[src/rtl/core/sric_pkg.sv]
// ----------------------------------------------------------------------------
// sric_pkg
// Shared types and constants of the sorted ring index cache.
// ----------------------------------------------------------------------------
package sric_pkg;

    localparam int KEY_W  = 64;
    localparam int VAL_W  = 64;
    localparam int SLOT_W = 10;
    localparam int IN_DATA_W  = 128;   // key, entry_value
    localparam int OUT_DATA_W = 80;    // found_value, found_slot, zero fill

    typedef enum logic {
        OP_APPEND = 1'b0,
        OP_SEARCH = 1'b1
    } t_opcode;

    // controller -> datapath
    typedef struct packed {
        logic append;     // write the incoming item into the ring
        logic seg0_init;  // latch search key, start on newest/only segment
        logic seg1_init;  // start on oldest segment of a wrapped ring
        logic rd;         // read the probe slot
        logic step;       // narrow the search window after a compare
        logic load_out;   // move the search outcome into the output register
        logic hit;        // outcome is a match
    } t_dp_cmd;

    // datapath -> controller
    typedef struct packed {
        logic active;     // window not empty
        logic seg_more;   // oldest segment still to be searched
        logic eq;         // probe key equals search key
        logic out_free;   // output register can take a result this cycle
    } t_dp_sts;

endpackage

[src/rtl/core/sric_ctrl.sv]
// ----------------------------------------------------------------------------
// sric_ctrl
// Sequencer for append and binary search items.
// ----------------------------------------------------------------------------
module sric_ctrl
    import sric_pkg::*;
(
    input  logic    i_clk,
    input  logic    i_rst_n,
    input  logic    i_in_valid,
    input  logic    i_opcode,
    output logic    o_in_ready,
    input  t_dp_sts i_sts,
    output t_dp_cmd o_cmd
);

    typedef enum logic [1:0] {
        ST_IDLE,
        ST_READ,
        ST_CMP,
        ST_DONE
    } t_state;

    t_state r_state, n_state;
    logic   r_hit, n_hit;
    logic   w_fire;

    assign o_in_ready = (r_state == ST_IDLE);
    assign w_fire     = i_in_valid && o_in_ready;

    always_comb begin
        n_state = r_state;
        n_hit   = r_hit;
        o_cmd   = '0;
        unique case (r_state)
            ST_IDLE: begin
                if (w_fire) begin
                    if (t_opcode'(i_opcode) == OP_APPEND) begin
                        o_cmd.append = 1'b1;
                    end else begin
                        o_cmd.seg0_init = 1'b1;
                        n_state         = ST_READ;
                    end
                end
            end
            ST_READ: begin
                if (i_sts.active) begin
                    o_cmd.rd = 1'b1;
                    n_state  = ST_CMP;
                end else if (i_sts.seg_more) begin
                    o_cmd.seg1_init = 1'b1;
                end else begin
                    n_hit   = 1'b0;
                    n_state = ST_DONE;
                end
            end
            ST_CMP: begin
                if (i_sts.eq) begin
                    n_hit   = 1'b1;
                    n_state = ST_DONE;
                end else begin
                    o_cmd.step = 1'b1;
                    n_state    = ST_READ;
                end
            end
            ST_DONE: begin
                if (i_sts.out_free) begin
                    o_cmd.load_out = 1'b1;
                    o_cmd.hit      = r_hit;
                    n_state        = ST_IDLE;
                end
            end
            default: n_state = ST_IDLE;
        endcase
    end

    always_ff @(posedge i_clk) begin
        if (!i_rst_n) begin
            r_state <= ST_IDLE;
            r_hit   <= 1'b0;
        end else begin
            r_state <= n_state;
            r_hit   <= n_hit;
        end
    end

endmodule

[config.mk]
export PLATFORM = sky130hd
export DESIGN_NAME = sric_ctrl
export DESIGN_NICKNAME = d
export VERILOG_FILES = /design/src/rtl/core/sric_pkg.sv /design/src/rtl/core/sric_ctrl.sv
export SDC_FILE = /design/constraint.sdc
export NUM_CORES = 1
export LEC_CHECK = 0
export CAP_MARGIN = 20
export CELL_PAD_IN_SITES_DETAIL_PLACEMENT = 1
export CELL_PAD_IN_SITES_GLOBAL_PLACEMENT = 1
export CORE_AREA = 3 3 40 42
export DETAILED_ROUTE_END_ITERATION = 8
export DIE_AREA = 0 0 43 45
export DONT_BUFFER_PORTS = 1
export PLACE_DENSITY = 0.44
export SLEW_MARGIN = 20
export SYNTH_ARGS = -nofsm -noshare
export SYNTH_HDL_FRONTEND = slang
export SYNTH_SLANG_ARGS = --single-unit
[constraint.sdc]
create_clock -name i_clk -period 3 [get_ports i_clk]
set_clock_uncertainty 0.2 [all_clocks]
set_input_delay 0 -clock i_clk [delete_from_list [all_inputs] [get_ports i_clk]]
set_output_delay 0 -clock i_clk [all_outputs]
set_load 0.02 [all_outputs]
==> qor.yml <==
insertion_delay_ns: 0.24
grt_max_degree: 12
nets: 43
drive_gt1_share_pct: 20.59
yosys.cell_types.count: 16
slew_violations: 0
gp_congestion: 0.6886
rows: 13
p_sw_share_pct: 28.88
crit_arrival_ns: 2.15
track_usage_pct: 8.326
hold_path_class: "in2out"
fmax_ghz: 0.4614
htreeDepth: 1
criticalPathCategory: "reg2reg"
final_antenna_net_count: 0
tightest_slew_ns: 0.9739
status: "finished clean"
fillers: 158
end_kind: "register"
grt_pass1_vias: 255
crit_required_ns: 2.98
min_period_ns: 2.167
ir_drop_mv: 0.1116
grt_first_pass_wirelength_um: 1062
power.density_nw_per_um2: 469.6
cts_buffers: 3
rrSetupSlack_ns: 0.83
antenna_found_initial: 0
setup-tns-final_ns: 0
final_common_cell: "dlygate4sd3_1"
power.switching_uw: 44.46
p_leak_uw: 0.0001309
avgViaCountPerCell: 4.571
synth.avg_cell_area_sq_um: 9.302
synthCells: 23
clkSinkCount: 3
mostFrequentLayoutCells: "8 x dlygate4sd3_1, 3 x and3_1, 3 x clkbuf_4, 3 x dfxtp_1"
seq_area_frac_synth_pct: 28.07
rsz0062_at_grt: "no"
synth_top_cell_area_share_pct: 28.07
core_region_area_sq_um: 1285
area_growth_pct: 53.22
grt.overflow.total: 0
p_int_uw: 109.5
synthesis.nets: 31
final_util_pct: 25.51
syn-cell-area_sq_um: 214.0
clk_pin_slew_ns: 0.04
detail_route.wl_per_cell_um: 13.22
drt_iter0_drc: 2
cts_root_buf: "clkbuf_4"
yosysTopAreaCell: "dfxtp_1"
finalHoldViolCount: 0
start_util_pct: 16.65
crit_fanout: 11
clock_path_buffers: 2
synth-warning-count: 0
synth_seq_cells: 3
pwr-share-seq_pct: 31.0
drv_cap: 0
total_power_uw: 154.0
power_frac_comb_pct: 21.4
wl_um: 648
p_clk_share_pct: 47.6
synthTopCellsByArea: "dfxtp_1 28%, and3_1 8.8%, nor4b_1 8.2%"
start_kind: "register"
drc: 0
port_buffers: 0
slew_headroom_pct: 34.16
cts_setup_buffers: 0
dieArea_sq_um: 1935
pin_count: 16
die_x_um: 43
dr_total_vias: 224
first_pass_iters: 2
antenna_cells: 0
setup_viol: 0
die_h_um: 45
finalCritPeriodShare_pct: 72.24
cts_tree: "built"
==> Yosys cell counts, drive strengths merged <==
cell type,count
nor2,1
and4bb,1
and3,3
nor3,1
a311oi,1
dfxtp,3
or2b,1
nor4b,2
and2,1
inv,3
nand3b,2
a21bo,1
a211oi,2
buf,1
==> metrics by stage <==
| step | instances | cell area [sq um] | setup WS, ns | hold slack, ns |
|---|---|---|---|---|
| finish | 49 | 327.8 | 0.8327 | 0.01644 |
| global route | 49 | 327.8 | 0.7173 | 0.01948 |
| CTS | 49 | 327.8 | 0.8340 | 0.01902 |
| detailed placement | 37 | 221.5 | 1.571 | -0.1149 |
| global placement | 37 | 221.5 | 1.578 | -0.1130 |
| floorplan | 23 | 214.0 | 1.616 | -0.1205 |
==> per-layer routing <==
metal  up-vias  global-route usage, %  part of all wire [%]
met5         -                      0                     0
met4         0                  10.84                   4.5
met3         4                  2.789                   8.2
met2        13                  12.28                    48
met1       101                  8.193                    39
li1        106                      -                     -
==> flip-flops by register name, indices dropped and copies added, names as in the netlist <==
register / flops
r_hit: 1
r_state: 2
==> worst paths after layout <==
path                                 from                      end  depth (start not counted)
setup / recovery  r_state[0]$_SDFFE_PN0P_  r_state[0]$_SDFFE_PN0P_                          4
hold / removal                 i_in_valid                 o_cmd[5]                          1
setup reg to reg  r_state[0]$_SDFFE_PN0P_  r_state[0]$_SDFFE_PN0P_                          4
hold reg to reg        r_hit$_SDFFE_PN0P_       r_hit$_SDFFE_PN0P_                          3
==> power by group through the flow <==
stage | clock [uW] | combinational (uW) | sequential, uW
after floorplan | 0 | 25.0 | 45.8
after global placement | 0 | 23.2 | 48.3
after detailed placement | 0 | 23.2 | 48.4
after CTS | 77.5 | 32.7 | 47.9
after global routing | 85.7 | 35.4 | 48.5
final | 73.3 | 32.9 | 47.8
==> layout make-up <==
class	count	area, sq um	share of cell area [%]
flip-flops and latches	3	60.06	18.32
repair buffers	8	80.08	24.43
clock buffers	4	26.28	8.015
well taps	15	18.77	5.725
multi-input cells	16	131.4	40.08
inverters	3	11.26	3.435
==> timing repair <==
| item | CTS | global route |
|---|---|---|
| gates resized for setup | 0 | 0 |
| hold buffers | 8 | 0 |
| hold endpoints to repair | 6 | 0 |
==> worst max-delay path, stage by stage, from the launching register on <==
cell,delay [ns]
dfxtp_1,0.38
nand3b_1,0.18
dlygate4sd3_1,0.57
a311oi_2,0.22
dlygate4sd3_1,0.57
==> kinds of logic after synthesis <==
kind of cell           Yosys count  share of synthesized area, %
buffers and inverters            4                         10.53
AO/OA/AOI/OAI                    4                         21.05
flip-flops                       3                         28.07
AND/OR/NAND/NOR                 12                         40.35
Power figures use the tool's default switching activity.
